[src/rtl/assert_macros.svh]
// Assertion helpers for the RTL
`ifndef ASSERT_MACROS_SVH
`define ASSERT_MACROS_SVH

// Property holds at every clock edge outside reset
`define ASSERT_CLK(label, clk, rst, prop, msg) \
   label: assert property (@(posedge clk) disable iff (rst) (prop)) else $error(msg);

// Property holds at every clock edge, during reset too
`define ASSERT_ALWAYS(label, clk, prop, msg) \
   label: assert property (@(posedge clk) (prop)) else $error(msg);

`endif

[src/rtl/ptt_pkg.sv]
// ----------------------------------------------------------------------------
// ptt_pkg
// Types and constants shared by the pressure tendency tracker.
// ----------------------------------------------------------------------------
`default_nettype none

package ptt_pkg;

   localparam logic [16:0] P_MIN      = 17'd30000;
   localparam logic [16:0] P_MAX      = 17'd120000;
   localparam logic [17:0] GAIN_ONE   = 18'd65536;
   localparam logic [23:0] MS_PER_3H  = 24'd10800000;
   // span / 60000 = ((span >> 5) * MIN_RECIP) >> 38, exact for 32-bit spans
   localparam logic [27:0] MIN_RECIP  = 28'd146601551;

   localparam int unsigned ADDR_W = 5;

   // register byte addresses
   localparam logic [ADDR_W-1:0] REG_READ_INTERVAL  = 5'd0;
   localparam logic [ADDR_W-1:0] REG_TREND_INTERVAL = 5'd4;
   localparam logic [ADDR_W-1:0] REG_GAIN           = 5'd8;
   localparam logic [ADDR_W-1:0] REG_MIN_WINDOW     = 5'd12;
   localparam logic [ADDR_W-1:0] REG_TREND_THR      = 5'd16;
   localparam logic [ADDR_W-1:0] REG_FORECAST_THR   = 5'd20;
   localparam logic [ADDR_W-1:0] REG_HIGH_PRESSURE  = 5'd24;
   localparam logic [ADDR_W-1:0] REG_LOW_PRESSURE   = 5'd28;

   localparam logic [1:0] TREND_ACQUIRING = 2'd0;
   localparam logic [1:0] TREND_RISING    = 2'd1;
   localparam logic [1:0] TREND_FALLING   = 2'd2;
   localparam logic [1:0] TREND_STABLE    = 2'd3;

   localparam logic [2:0] FC_NO_DATA   = 3'd0;
   localparam logic [2:0] FC_IMPROVING = 3'd1;
   localparam logic [2:0] FC_WORSENING = 3'd2;
   localparam logic [2:0] FC_FAIR      = 3'd3;
   localparam logic [2:0] FC_RAIN      = 3'd4;
   localparam logic [2:0] FC_VARIABLE  = 3'd5;

   typedef enum logic [3:0] {
      ST_IDLE,
      ST_SCALE,
      ST_SAMPLE,
      ST_READ,
      ST_SPAN,
      ST_MUL_LO,
      ST_MUL_HI,
      ST_DIV,
      ST_LATCH,
      ST_WMIN,
      ST_OUT
   } state_type;

endpackage

`default_nettype wire

[src/rtl/ptt_ram.sv]
// ----------------------------------------------------------------------------
// ptt_ram
// Generic single write, single read RAM with a registered read port.
// ----------------------------------------------------------------------------
`default_nettype none

module ptt_ram #(
   parameter int WIDTH = 32,
   parameter int DEPTH = 20
) (
   input  wire logic                     clock,
   input  wire logic                     wr_en,
   input  wire logic [$clog2(DEPTH)-1:0] wr_addr,
   input  wire logic [WIDTH-1:0]         wr_data,
   input  wire logic [$clog2(DEPTH)-1:0] rd_addr,
   output      logic [WIDTH-1:0]         rd_data
);

   logic [WIDTH-1:0] mem [DEPTH];

   always_ff @(posedge clock) begin
      if (wr_en) begin
         mem[wr_addr] <= wr_data;
      end
      rd_data <= mem[rd_addr];
   end

endmodule

`default_nettype wire

[src/rtl/pressure_tendency_tracker.sv]
// ----------------------------------------------------------------------------
// pressure_tendency_tracker
// Barometric pressure tendency with sea-level scaling and forecast classes.
// ----------------------------------------------------------------------------
// One reading is handled at a time and each gives exactly one result beat.
// The input stalls from the accepting edge until the result beat is taken.
// A dropped reading goes straight to the result. One that does not enter
// the sample ring is scaled first. One that enters it is also written and
// looked up, and may then run through the bit-serial 56-step divider for
// the Pa per 3 h rate; the minutes come from a reciprocal multiply. The
// ring lives in two RAMs with a registered read; the oldest entry that a
// trend uses has always been written.
`default_nettype none

`include "assert_macros.svh"

module pressure_tendency_tracker
   import ptt_pkg::*;
#(
   parameter int HISTORY_DEPTH = 20,
   parameter int MIN_SAMPLES   = 4
) (
   input  wire logic               clock,
   input  wire logic               reset,
   input  wire logic               req_valid,
   output      logic               req_stall,
   input  wire logic [31:0]        req_timestamp_ms,
   input  wire logic [16:0]        req_pressure_pa,
   output      logic               rsp_valid,
   input  wire logic               rsp_stall,
   output      logic               rsp_accepted,
   output      logic               rsp_pressure_valid,
   output      logic [18:0]        rsp_sea_level_pa,
   output      logic               rsp_trend_valid,
   output      logic signed [15:0] rsp_trend_pa_per_3h,
   output      logic [15:0]        rsp_window_min,
   output      logic [1:0]         rsp_trend_class,
   output      logic [2:0]         rsp_forecast_class,
   input  wire logic               psel,
   input  wire logic               penable,
   input  wire logic               pwrite,
   input  wire logic [ADDR_W-1:0]  paddr,
   input  wire logic [31:0]        pwdata,
   output      logic [31:0]        prdata,
   output      logic               pready
);

   localparam int IW = $clog2(HISTORY_DEPTH);
   localparam int CW = $clog2(HISTORY_DEPTH + 1);
   localparam logic [CW-1:0] DEPTH_C = CW'(HISTORY_DEPTH);
   localparam logic [CW-1:0] MIN_C   = CW'(MIN_SAMPLES);

   // configuration
   logic [31:0] read_int_ff, trend_int_ff, min_win_ff;
   logic [17:0] gain_ff;
   logic [14:0] trend_thr_ff, fc_thr_ff;
   logic [18:0] high_p_ff, low_p_ff;

   logic cfg_wr;
   assign pready = 1'b1;
   assign cfg_wr = psel && penable && pwrite;

   always_ff @(posedge clock) begin
      if (reset) begin
         read_int_ff  <= 32'd60000;
         trend_int_ff <= 32'd600000;
         gain_ff      <= GAIN_ONE;
         min_win_ff   <= 32'd1800000;
         trend_thr_ff <= 15'd200;
         fc_thr_ff    <= 15'd250;
         high_p_ff    <= 19'd102200;
         low_p_ff     <= 19'd100000;
      end else if (cfg_wr) begin
         case (paddr)
            REG_READ_INTERVAL:  read_int_ff  <= pwdata;
            REG_TREND_INTERVAL: trend_int_ff <= pwdata;
            REG_GAIN:           gain_ff      <= pwdata[17:0];
            REG_MIN_WINDOW:     min_win_ff   <= pwdata;
            REG_TREND_THR:      trend_thr_ff <= pwdata[14:0];
            REG_FORECAST_THR:   fc_thr_ff    <= pwdata[14:0];
            REG_HIGH_PRESSURE:  high_p_ff    <= pwdata[18:0];
            REG_LOW_PRESSURE:   low_p_ff     <= pwdata[18:0];
            default: ;
         endcase
      end
   end

   always_comb begin
      case (paddr)
         REG_READ_INTERVAL:  prdata = read_int_ff;
         REG_TREND_INTERVAL: prdata = trend_int_ff;
         REG_GAIN:           prdata = {14'd0, gain_ff};
         REG_MIN_WINDOW:     prdata = min_win_ff;
         REG_TREND_THR:      prdata = {17'd0, trend_thr_ff};
         REG_FORECAST_THR:   prdata = {17'd0, fc_thr_ff};
         REG_HIGH_PRESSURE:  prdata = {13'd0, high_p_ff};
         REG_LOW_PRESSURE:   prdata = {13'd0, low_p_ff};
         default:            prdata = 32'd0;
      endcase
   end

   // state
   state_type   state_ff, state_in;
   logic [31:0] now_ff, now_in;
   logic [16:0] p_ff, p_in;
   logic        acc_ff, acc_in;
   logic [IW-1:0] head_ff, head_in;
   logic [CW-1:0] count_ff, count_in;
   logic [31:0] last_read_ff, last_read_in;
   logic [31:0] last_trend_ff, last_trend_in;
   logic        has_sample_ff, has_sample_in;
   logic        pvalid_ff, pvalid_in;
   logic [18:0] sea_ff, sea_in;
   logic        tvalid_ff, tvalid_in;
   logic signed [15:0] rate_ff, rate_in;
   logic [15:0] window_ff, window_in;
   // datapath scratch
   logic [34:0] prod_ff, prod_in;
   logic [31:0] span_ff, span_in;
   logic        neg_ff, neg_in;
   logic [18:0] mag_ff, mag_in;
   logic [55:0] quot_ff, quot_in;
   logic [32:0] rem_ff, rem_in;
   logic [5:0]  step_ff, step_in;
   logic [42:0] mlo_ff, mlo_in;

   // ring RAMs
   logic          ram_we;
   logic [IW-1:0] ram_waddr, ram_raddr;
   logic [31:0]   rd_time;
   logic [18:0]   rd_pres;

   ptt_ram #(.WIDTH(32), .DEPTH(HISTORY_DEPTH)) u_time_ram (
      .clock(clock), .wr_en(ram_we), .wr_addr(ram_waddr), .wr_data(now_ff),
      .rd_addr(ram_raddr), .rd_data(rd_time)
   );
   ptt_ram #(.WIDTH(19), .DEPTH(HISTORY_DEPTH)) u_pres_ram (
      .clock(clock), .wr_en(ram_we), .wr_addr(ram_waddr), .wr_data(sea_ff),
      .rd_addr(ram_raddr), .rd_data(rd_pres)
   );

   logic [17:0] gain_eff;
   logic [31:0] oldest_sum;
   logic [32:0] rem_sh;
   logic [18:0] new_p;

   assign gain_eff = (gain_ff < GAIN_ONE) ? GAIN_ONE : gain_ff;

   always_comb begin
      state_in      = state_ff;
      now_in        = now_ff;
      p_in          = p_ff;
      acc_in        = acc_ff;
      head_in       = head_ff;
      count_in      = count_ff;
      last_read_in  = last_read_ff;
      last_trend_in = last_trend_ff;
      has_sample_in = has_sample_ff;
      pvalid_in     = pvalid_ff;
      sea_in        = sea_ff;
      tvalid_in     = tvalid_ff;
      rate_in       = rate_ff;
      window_in     = window_ff;
      prod_in       = prod_ff;
      span_in       = span_ff;
      neg_in        = neg_ff;
      mag_in        = mag_ff;
      quot_in       = quot_ff;
      rem_in        = rem_ff;
      step_in       = step_ff;
      mlo_in        = mlo_ff;
      ram_we        = 1'b0;
      ram_waddr     = head_ff;
      oldest_sum    = 32'({1'b0, head_ff}) + 32'(HISTORY_DEPTH) - 32'(count_ff);
      if (oldest_sum >= 32'(HISTORY_DEPTH)) begin
         oldest_sum = oldest_sum - 32'(HISTORY_DEPTH);
      end
      ram_raddr = oldest_sum[IW-1:0];
      rem_sh    = {rem_ff[31:0], quot_ff[55]};
      new_p     = sea_ff;

      case (state_ff)
         ST_IDLE: begin
            if (req_valid) begin
               now_in = req_timestamp_ms;
               p_in   = req_pressure_pa;
               acc_in = 1'b0;
               if ((req_timestamp_ms - last_read_ff) >= read_int_ff) begin
                  last_read_in = req_timestamp_ms;
                  if (req_pressure_pa >= P_MIN && req_pressure_pa <= P_MAX) begin
                     acc_in   = 1'b1;
                     state_in = ST_SCALE;
                  end else begin
                     state_in = ST_OUT;
                  end
               end else begin
                  state_in = ST_OUT;
               end
            end
         end
         ST_SCALE: begin
            prod_in  = 35'(p_ff) * 35'(gain_eff);
            state_in = ST_SAMPLE;
         end
         ST_SAMPLE: begin
            sea_in    = prod_ff[34:16];
            pvalid_in = 1'b1;
            if (has_sample_ff && (now_ff - last_trend_ff) < trend_int_ff) begin
               state_in = ST_OUT;
            end else begin
               state_in = ST_READ;
            end
         end
         ST_READ: begin
            // write newest, advance head, then look up oldest
            has_sample_in = 1'b1;
            last_trend_in = now_ff;
            ram_we        = 1'b1;
            head_in       = (head_ff == IW'(HISTORY_DEPTH - 1)) ? '0 : head_ff + 1'b1;
            if (count_ff < DEPTH_C) begin
               count_in = count_ff + 1'b1;
            end
            if (count_ff + 1'b1 < MIN_C && count_ff < DEPTH_C) begin
               tvalid_in = 1'b0;
               state_in  = ST_OUT;
            end else begin
               state_in = ST_SPAN;
            end
         end
         ST_SPAN: begin
            // RAM read address now points at oldest entry (head/count updated)
            state_in = ST_MUL_LO;
         end
         ST_MUL_LO: begin
            span_in = now_ff - rd_time;
            if ((now_ff - rd_time) < min_win_ff) begin
               tvalid_in = 1'b0;
               state_in  = ST_OUT;
            end else begin
               neg_in = new_p < rd_pres;
               mag_in = (new_p < rd_pres) ? rd_pres - new_p : new_p - rd_pres;
               state_in = ST_MUL_HI;
            end
         end
         ST_MUL_HI: begin
            mlo_in  = 43'(mag_ff) * 43'(MS_PER_3H);
            quot_in = '0;
            rem_in  = '0;
            step_in = '0;
            state_in = ST_DIV;
            if (mag_ff == '0) begin
               rate_in  = '0;
               state_in = ST_LATCH;
            end else if (span_ff == '0) begin
               rate_in  = neg_ff ? -16'sd32768 : 16'sd32767;
               state_in = ST_LATCH;
            end
         end
         ST_DIV: begin
            // restoring divide, one bit a cycle; quot_ff shifts dividend out
            if (step_ff == 6'd0) begin
               quot_in = {13'd0, mlo_ff};
               step_in = 6'd1;
            end else begin
               if (rem_sh >= {1'b0, span_ff}) begin
                  rem_in  = rem_sh - {1'b0, span_ff};
                  quot_in = {quot_ff[54:0], 1'b1};
               end else begin
                  rem_in  = rem_sh;
                  quot_in = {quot_ff[54:0], 1'b0};
               end
               step_in = step_ff + 1'b1;
               if (step_ff == 6'd56) begin
                  state_in = ST_LATCH;
                  if (neg_ff) begin
                     rate_in = (quot_in >= 56'd32768) ? -16'sd32768 : -$signed(quot_in[15:0]);
                  end else begin
                     rate_in = (quot_in >= 56'd32767) ? 16'sd32767 : $signed(quot_in[15:0]);
                  end
               end
            end
         end
         ST_LATCH: begin
            // minutes: (span / 32) / 1875 by reciprocal multiply
            quot_in  = 56'(span_ff[31:5]) * 56'(MIN_RECIP);
            state_in = ST_WMIN;
         end
         ST_WMIN: begin
            // quotient sits in bits 54:38, at most 17 bits wide
            window_in = quot_ff[54] ? 16'hFFFF : quot_ff[53:38];
            tvalid_in = 1'b1;
            state_in  = ST_OUT;
         end
         ST_OUT: begin
            if (!rsp_stall) begin
               state_in = ST_IDLE;
            end
         end
         default: state_in = ST_IDLE;
      endcase
   end

   always_ff @(posedge clock) begin
      if (reset) begin
         state_ff      <= ST_IDLE;
         head_ff       <= '0;
         count_ff      <= '0;
         last_read_ff  <= '0;
         last_trend_ff <= '0;
         has_sample_ff <= 1'b0;
         pvalid_ff     <= 1'b0;
         sea_ff        <= '0;
         tvalid_ff     <= 1'b0;
         rate_ff       <= '0;
         window_ff     <= '0;
         acc_ff        <= 1'b0;
      end else begin
         state_ff      <= state_in;
         head_ff       <= head_in;
         count_ff      <= count_in;
         last_read_ff  <= last_read_in;
         last_trend_ff <= last_trend_in;
         has_sample_ff <= has_sample_in;
         pvalid_ff     <= pvalid_in;
         sea_ff        <= sea_in;
         tvalid_ff     <= tvalid_in;
         rate_ff       <= rate_in;
         window_ff     <= window_in;
         acc_ff        <= acc_in;
      end
      now_ff  <= now_in;
      p_ff    <= p_in;
      prod_ff <= prod_in;
      span_ff <= span_in;
      neg_ff  <= neg_in;
      mag_ff  <= mag_in;
      quot_ff <= quot_in;
      rem_ff  <= rem_in;
      step_ff <= step_in;
      mlo_ff  <= mlo_in;
   end

   // result beat
   logic signed [15:0] thr_s, fthr_s;
   assign thr_s  = $signed({1'b0, trend_thr_ff});
   assign fthr_s = $signed({1'b0, fc_thr_ff});

   assign req_stall           = (state_ff != ST_IDLE);
   assign rsp_valid           = (state_ff == ST_OUT);
   assign rsp_accepted        = acc_ff;
   assign rsp_pressure_valid  = pvalid_ff;
   assign rsp_sea_level_pa    = sea_ff;
   assign rsp_trend_valid     = tvalid_ff;
   assign rsp_trend_pa_per_3h = rate_ff;
   assign rsp_window_min      = window_ff;

   always_comb begin
      if (!tvalid_ff)              rsp_trend_class = TREND_ACQUIRING;
      else if (rate_ff >= thr_s)   rsp_trend_class = TREND_RISING;
      else if (rate_ff <= -thr_s)  rsp_trend_class = TREND_FALLING;
      else                         rsp_trend_class = TREND_STABLE;

      if (!pvalid_ff)                          rsp_forecast_class = FC_NO_DATA;
      else if (tvalid_ff && rate_ff >= fthr_s)  rsp_forecast_class = FC_IMPROVING;
      else if (tvalid_ff && rate_ff <= -fthr_s) rsp_forecast_class = FC_WORSENING;
      else if (sea_ff >= high_p_ff)            rsp_forecast_class = FC_FAIR;
      else if (sea_ff <= low_p_ff)             rsp_forecast_class = FC_RAIN;
      else                                     rsp_forecast_class = FC_VARIABLE;
   end

   `ASSERT_CLK(a_one_side, clock, reset, !(rsp_valid && !req_stall), "result and input open together")
   `ASSERT_CLK(a_count_max, clock, reset, count_ff <= DEPTH_C, "ring count past depth")
   `ASSERT_CLK(a_tvalid_count, clock, reset, !tvalid_ff || count_ff >= MIN_C, "trend valid with few samples")
   `ASSERT_ALWAYS(a_reset_idle, clock, reset |=> (state_ff == ST_IDLE), "not idle after reset")

endmodule

`default_nettype wire
[config.mk]
export PLATFORM = sky130hd
export DESIGN_NAME = pressure_tendency_tracker
export DESIGN_NICKNAME = d
export VERILOG_FILES = /design/src/rtl/ptt_pkg.sv /design/src/rtl/ptt_ram.sv /design/src/rtl/pressure_tendency_tracker.sv
export VERILOG_INCLUDE_DIRS = /design/src /design/src/rtl
export SDC_FILE = /design/constraint.sdc
export NUM_CORES = 2
export LEC_CHECK = 0
export BUFFER_PORTS_ARGS = -buffer_cell sky130_fd_sc_hd__buf_4
export CORE_UTILIZATION = 54
export DETAILED_ROUTE_END_ITERATION = 8
export PLACE_DENSITY_LB_ADDON = 0.12
export REMOVE_ABC_BUFFERS = 1
export SYNTH_ARGS = -nofsm -noshare
export SYNTH_HDL_FRONTEND = slang
export SYNTH_SLANG_ARGS = --single-unit
export TNS_END_PERCENT = 10
[constraint.sdc]
create_clock -name clock -period 9 [get_ports clock]
set_clock_uncertainty 0.1 [all_clocks]
set_input_delay 0.45 -clock clock [delete_from_list [all_inputs] [get_ports clock]]
set_output_delay 0.45 -clock clock [all_outputs]
set_load 0.01 [all_outputs]
Word-level counts from Yosys, hierarchy flattened
Memories as Yosys holds them, arrays and structs flattened. A register that Yosys moved wholly into a read port is not among the register bits.
Index checks and enable logic that the tools add are counted.
{"block": "totals", "out_inout_bits": 94, "elab_cells": 181, "regBits": 581, "n_memories": 2, "mem_bits_rw": 1020}
{"block": "op_classes", "mul": 3, "magnitude_cmp": 19, "mux": 53, "addsub": 15, "n_eq_ne": 26, "n_reduce_logical": 32, "bitwise": 1}
{"memory": "u_time_ram.mem", "words": 20, "word_bits": 32, "rd": 1, "rd_ports_with_merged_regs": 1, "wr": 1, "line_no": "ptt_ram.sv:19", "rtl": "logic [WIDTH-1:0] mem [DEPTH];"}
{"memory": "u_pres_ram.mem", "words": 20, "word_bits": 19, "rd": 1, "rd_ports_with_merged_regs": 1, "wr": 1, "line_no": "ptt_ram.sv:19"}
{"operator": "$pmux 32 s8", "n": 1}
{"operator": "$mux 56", "n": 3}
{"operator": "$pmux 56 s3", "n": 1}
{"operator": "$mux 16", "n": 9}
{"operator": "$sub 32x32->32", "n": 4}
{"operator": "$lt 32x32->1", "n": 2}
{"operator": "$mux 32", "n": 2}
{"operator": "$pmux 32 s2", "n": 1}
{"operator": "$ge 56x15->1 const B", "n": 1}
{"operator": "$ge 56x16->1 const B", "n": 1}
{"operator": "$mul 27x28->55 const B", "n": 1}
{"operator": "$mux 4", "n": 11}
{"operator": "$pmux 4 s11", "n": 1}
{"operator": "$sub 19x19->19", "n": 2}
{"operator": "$mul 19x17->36 const B", "n": 1}
{"operator": "$mul 17x18->35", "n": 1}
{"operator": "$ge 33x32->1", "n": 1}
{"operator": "$ge 16x16->1", "n": 2}
{"operator": "$ge 32x32->1", "n": 1}
{"operator": "$ge 32x5->1 const B", "n": 1}
{"operator": "$le 16x16->1", "n": 2}
{"operator": "$logic_not 32->1", "n": 1}
{"operator": "$neg 15->16", "n": 2}
{"operator": "$pmux 16 s2", "n": 1}
{"operator": "45 further kinds", "n": 96}

Logic depth before layout (Yosys ltp)
{"block": "logic_depth", "ltp_word": 10, "depth_mapped": 27, "depth_no_buf": 26}

By module
From an unflattened synthesis, not the netlist that was laid out.
{"block": "hier_totals", "cells_unflattened": 9343, "area_unflattened_um2": 104491.5}
{"module": "pressure_tendency_tracker", "area_per_inst_um2": 63900.0, "instances": 1, "cells_each": 7163}
{"module": "ptt_ram (u_time_ram)", "area_per_inst_um2": 25459.4, "instances": 1, "cells_each": 1362}
{"module": "ptt_ram (u_pres_ram)", "area_per_inst_um2": 15132.0, "instances": 1, "cells_each": 818}

Least setup slack after synthesis
No wires, ideal clock.
{"block": "synth_path", "kind": "register to register", "startpoint": "register span_ff[30]", "endpoint": "register quot_ff[47], data pin", "t_required_ns": 8.644, "path_buffers": 1, "setup_time_ns": 0.256, "stages_incl_launch_ff": 24, "path_slack_ns": 1.920, "synth_period_minus_slack_ns": 7.080, "arrival_time_ns": 6.723, "cell_sequence": "edfxtp_1 fa_1 inv_1 fa_1 fa_1 inv_1 fa_1 inv_1 fa_1 inv_1 fa_1 fa_1 ha_1 clkbuf_1 a21oi_1 o21ba_1 o2bb2ai_1 a2111oi_4 a31oi_1 a311oi_1 o21ai_1 a21oi_1 xnor2_1 a22o_1"}
{"block": "synth_via", "elab_chain_cells": 2}
{"item": "start, declared", "line_no": "pressure_tendency_tracker.sv:119", "rtl": "logic [31:0] span_ff, span_in;"}
{"item": "start signal, assigned", "line_no": "pressure_tendency_tracker.sv:334", "rtl": "span_ff <= span_in;"}
{"item": "$mul 27x28->55", "line_no": "pressure_tendency_tracker.sv:285", "rtl": "quot_in = 56'(span_ff[31:5]) * 56'(MIN_RECIP);"}
{"item": "$pmux 56 s3", "line_no": "pressure_tendency_tracker.sv:182", "rtl": "case (state_ff)"}
{"item": "named net quot_in[47]", "line_no": "pressure_tendency_tracker.sv:122", "rtl": "logic [55:0] quot_ff, quot_in;"}
{"item": "end signal, assigned", "line_no": "pressure_tendency_tracker.sv:337", "rtl": "quot_ff <= quot_in;"}
{"item": "end, declared", "line_no": "pressure_tendency_tracker.sv:122"}
The timed path passes the listed nets, and every way through them passes these cells.
A chain may end at the register's enable or synchronous reset.

Worst setup path after layout
{"block": "layout_path", "startpoint": "register span_ff[14]", "endpoint": "register quot_ff[54], data pin"}
Same word-level chain as after synthesis.

==> results by stage <==
Status:
- The run finished with clean final reports.

Detailed routing:
- Using the TritonRoute via totals, the vias-per-cell ratio works out to around 6.0.
- The post-detailed-route DRC marker count is 0.
- In this run, the number of DRC markers left after iteration 0 of detailed routing was 6642.
- The routed via count is 68890.
- For this run, the detailed router's first-pass iteration total came to 6.
- In the final routed layout, each cell accounts on average for 26.33 um.
- The antenna violation net count after detailed routing is 0.
- The total wire length after detailed routing is between 300 and 400 mm.

GRT:
- The leftover overflow at the end of global routing is 0.
- The number of antenna violations at the first check in global routing is 17.
- The total routing usage reported by global routing is 31.63%.
- The largest net degree at the start of global routing is 189.
- The first global-routing pass estimated 449.8 mm of wire.
- The number of global-route vias before repair is ~70000.

Final layout:
- The fraction of layout cells with a size suffix above 1 is around 11%.
- The total of fill cells in the finished design is about 15000.
- Leaving out fill and tap cells, the most frequent cells in the layout are 1286 x sky130_fd_sc_hd__inv_1, 1270 x sky130_fd_sc_hd__edfxtp_1, 917 x sky130_fd_sc_hd__ha_1.
- The most common cell after layout, fill and taps aside is sky130_fd_sc_hd__inv_1.
- Compared with the post-synthesis result, the final layout area differs by 10.70%.
- After the last flow step, the layout net total stands at roughly 11000.

Floorplanning:
- From left edge to right edge, the die measures 439.8 um.
- The total area inside the core boundary comes to 190200 sq um.
- The die covers 193400 sq um.
- The I/O pin total is 187.
- From bottom edge to top edge, the die measures approximately 440 um.
- The floorplan has 160 rows.
- Once the floorplan was initialized, standard cells occupied 54.43% of the core.

Clocking:
- Counting along the longest clock path gives a buffer depth of 3.
- The clock latency reported for the late side of the worst-skew pair is roughly 860 ps.
- The post-cts gate resize count is 0.
- TritonCTS created 170 clock buffers.
- After clock tree synthesis, the clock-pin slew on the worst setup and hold paths is around 60 ps.
- The root buffer cell is sky130_fd_sc_hd__clkbuf_16.
- The number of H-tree levels is 4.
- Counting every sink on the clock net gives 1636.
- The CTS tree is yes.

Synth:
- The mean post-synth cell area is 11.95 sq um.
- The total standard cell area after synthesis is 103500 sq um.
- After synthesis, the largest area contributor takes up 36.84% of total cell area.
- The number of different library cells used by synthesis comes to 100.
- Among all flip-flop cells after synthesis, the most frequent one is sky130_fd_sc_hd__edfxtp_1.
- The cell taking the most area after synthesis is sky130_fd_sc_hd__edfxtp_1.
- Sorting the synthesized cells by area gives the leading types as sky130_fd_sc_hd__edfxtp_1 37%, sky130_fd_sc_hd__fa_1 12%, sky130_fd_sc_hd__ha_1 11%.
- The number of flip-flops and latches in the synthesized netlist is 1636.
- Of the synthesized area, sequential elements account for 43.92%.
- For this run, asynchronously set or reset flops after synthesis account for 0%.
- In this run, synthesis inferred 1270 flip-flops with an integrated enable.
- The count of synthesis-stage warnings from yosys is 0.
- Counting every instance in the synthesized netlist gives 8663.

Timing:
- Timing would allow up to 0.1255 GHz.
- The count of endpoints failing hold in the final timing report is 0.
- The tightest slew margin relative to the limit is 13.78%.
- Setup repair after global routing left no endpoint under its margin.
- The final number of max-transition violations was 0.
- Setup violations remaining at the end of the flow were counted as 0.
- The pin slew with the least headroom to its limit is 1283 ps.
- After layout, the minimum clock period comes to 7970 ps.
- The worst path meets setup with 1030 ps of slack.
- The final critical path takes up between 80% and 90% of the cycle.

Placed design:
- OpenSTA, run right after detailed placement, puts the worst setup slack at 1087 ps.
- The count of buffers from port buffering is roughly 190.
- At the end of routability-driven placement, the weighted congestion stood at 0.9563.
- After legalization and detailed placement, the total HPWL measured between 200 and 250 mm.

Worst setup path:
- STA puts the critical path data required time at 9420 ps.
- By instance count, the cell type seen most on the critical path is sky130_fd_sc_hd__fa_1.
- The worst setup path is launched from a flip-flop.
- The signal on the critical path passes through inv_1, fa_1, fa_1, fa_1, inv_1, fa_1, inv_1, fa_1, fa_1, fa_1, inv_1, ha_1, nand2_1, nor3_1, nand3_1, a211oi_1, nor3_1, o21ba_2, o41ai_1, o221ai_1, xor2_1, o21ai_1.
- The slack of the worst reg-to-reg path is 1030 ps.
- The kind of cell with the highest combined delay along the critical path is adder cells.
- The capture point of the worst reg-to-reg path is quot_ff[54]$_DFFE_PP_.
- The kind of critical path is reg2reg.
- The critical path ends at quot_ff[54]$_DFFE_PP_.
- The worst endpoint data arrival time is roughly 8400 ps.
- In this run the worst path has a maximum fanout of 8.
- The startpoint of the most critical register-to-register path is span_ff[14]$_DFFE_PP_.
- The delay of the slowest cell on the worst path is 740 ps.
- The highest-delay cell along the critical path is sky130_fd_sc_hd__fa_1.
- STA classifies the critical path endpoint as a flip-flop.
- The critical path runs through a total of 22 cells.
- The count of buffering cells on the critical path with inverters included is 4.
- The length in cells of the worst reg-to-reg path is 22.
- The launch point of the critical path is span_ff[14]$_DFFE_PP_.

Flow run:
- The tool flagged a number of max-cap violations equal to 0.

Power and ir drop:
- The worst vdd rail ir drop is 0.0001884 V.
- In this run the static leakage power is 0.04684 uW.
- In this run the power density over the cells is 199.7 nW/um^2.
- The completed layout was analyzed and its total power is 22890 uW.

Worst hold path:
- The tightest min-delay check is of the in2reg type.
## sequential cells by signal, indices dropped and copies added (netlist names), 36 cells and up
register	cells
u_time_ram.mem	640
u_pres_ram.mem	380
quot_ff	56
mlo_ff	36
## metrics by stage
| stage | util [%] | hold WS (ps) | instances | cell area [sq um] | TNS, ps |
|---|---|---|---|---|---|
| after floorplan | - | 330.3 | 8330 | 102200 | -269010 |
| after global placement | 56.68 | 341.9 | 11140 | 107800 | 0 |
| after detailed placement | 56.68 | 347.0 | 11140 | 107800 | 0 |
| after CTS | 60.24 | 1.046 | 11550 | 114600 | 0 |
| after global routing | 60.24 | 48.05 | 11550 | 114600 | 0 |
| final | 60.25 | 72.48 | 11560 | 114600 | 0 |
## how the worst min path moves through the flow
stage,cells past startpoint,start,slack [ps],endpoint
after floorplan,2,last_trend_ff[10]$_SDFFE_PP0P_,330,last_trend_ff[10]$_SDFFE_PP0P_
after global placement,2,read_int_ff[17]$_SDFFE_PP0P_,340,read_int_ff[17]$_SDFFE_PP0P_
after detailed placement,2,read_int_ff[17]$_SDFFE_PP0P_,350,read_int_ff[17]$_SDFFE_PP0P_
after CTS,3,req_valid,1,state_ff[0]$_SDFFE_PP0P_
after global routing,3,req_valid,50,state_ff[0]$_SDFFE_PP0P_
final,3,req_valid,70,state_ff[0]$_SDFFE_PP0P_
## synth_stat cells, types with 68 or more instances
cell type                  number
sky130_fd_sc_hd__o21ai_0      162
sky130_fd_sc_hd__xnor2_1      152
sky130_fd_sc_hd__xor2_1        91
sky130_fd_sc_hd__clkbuf_1     276
sky130_fd_sc_hd__and2_1        74
sky130_fd_sc_hd__and3_1       123
sky130_fd_sc_hd__nor2_1       272
sky130_fd_sc_hd__nand2_1      878
sky130_fd_sc_hd__mux4_2       307
sky130_fd_sc_hd__a21oi_1      481
sky130_fd_sc_hd__nand3_1       84
sky130_fd_sc_hd__nor3_1        68
sky130_fd_sc_hd__a21o_1       170
sky130_fd_sc_hd__inv_1       1287
sky130_fd_sc_hd__o211ai_1      70
sky130_fd_sc_hd__ha_1         919
sky130_fd_sc_hd__edfxtp_1    1270
sky130_fd_sc_hd__mux2i_1       85
sky130_fd_sc_hd__fa_1         638
sky130_fd_sc_hd__dfxtp_1      366
## per-layer routing
layer	global-route usage, %	vias to the layer above	routed length (um)
met3	4.231	503	21590
li1	-	30930	-
met5	0	-	80
met2	51.26	2723	143800
met1	43.88	34720	127000
met4	11.14	14	11820
## worst min-delay path, stage by stage
cell and delay, ps:
sky130_fd_sc_hd__buf_4 140, sky130_fd_sc_hd__o21ai_0 160, sky130_fd_sc_hd__a211oi_1 180
## power breakdown
part / total, uW / switching, uW / internal (uW)
clock network: 7360 / 3150 / 4210
logic: 6100 / 3770 / 2320
registers: 9430 / 520 / 8910
total: 22900 / 7440 / 15400
## cell type report
type | count | area [sq um] | share of cell area, %
diodes | 8 | 20.02 | 0.01747
clock buffers | 222 | 4637 | 4.047
clock inverters | 98 | 1265 | 1.104
inverters | 1290 | 4842 | 4.226
multi-input cells | 5404 | 52060 | 45.43
flip-flops and latches | 1636 | 45460 | 39.68
well taps | 2511 | 3142 | 2.742
repair buffers | 388 | 3161 | 2.758
## kinds of logic after synthesis
family | count (synthesis) | share of synthesized area (%)
buffers and inverters | 1623 | 5.982
other | 1 | 0.003623
xor gates and xnor gates | 243 | 2.056
muxes | 446 | 8.089
AOI/OAI and AO/OA | 1378 | 8.620
and+or+nand+nor | 1779 | 7.882
DFF | 1636 | 43.92
adders and majority gates | 1557 | 23.45
## timing repair
item	in CTS	in global routing
hold buffers	86	0
hold endpoints to repair	278	0
buffers inserted	0	0
No activity file was read; power rests on OpenSTA's default activity.
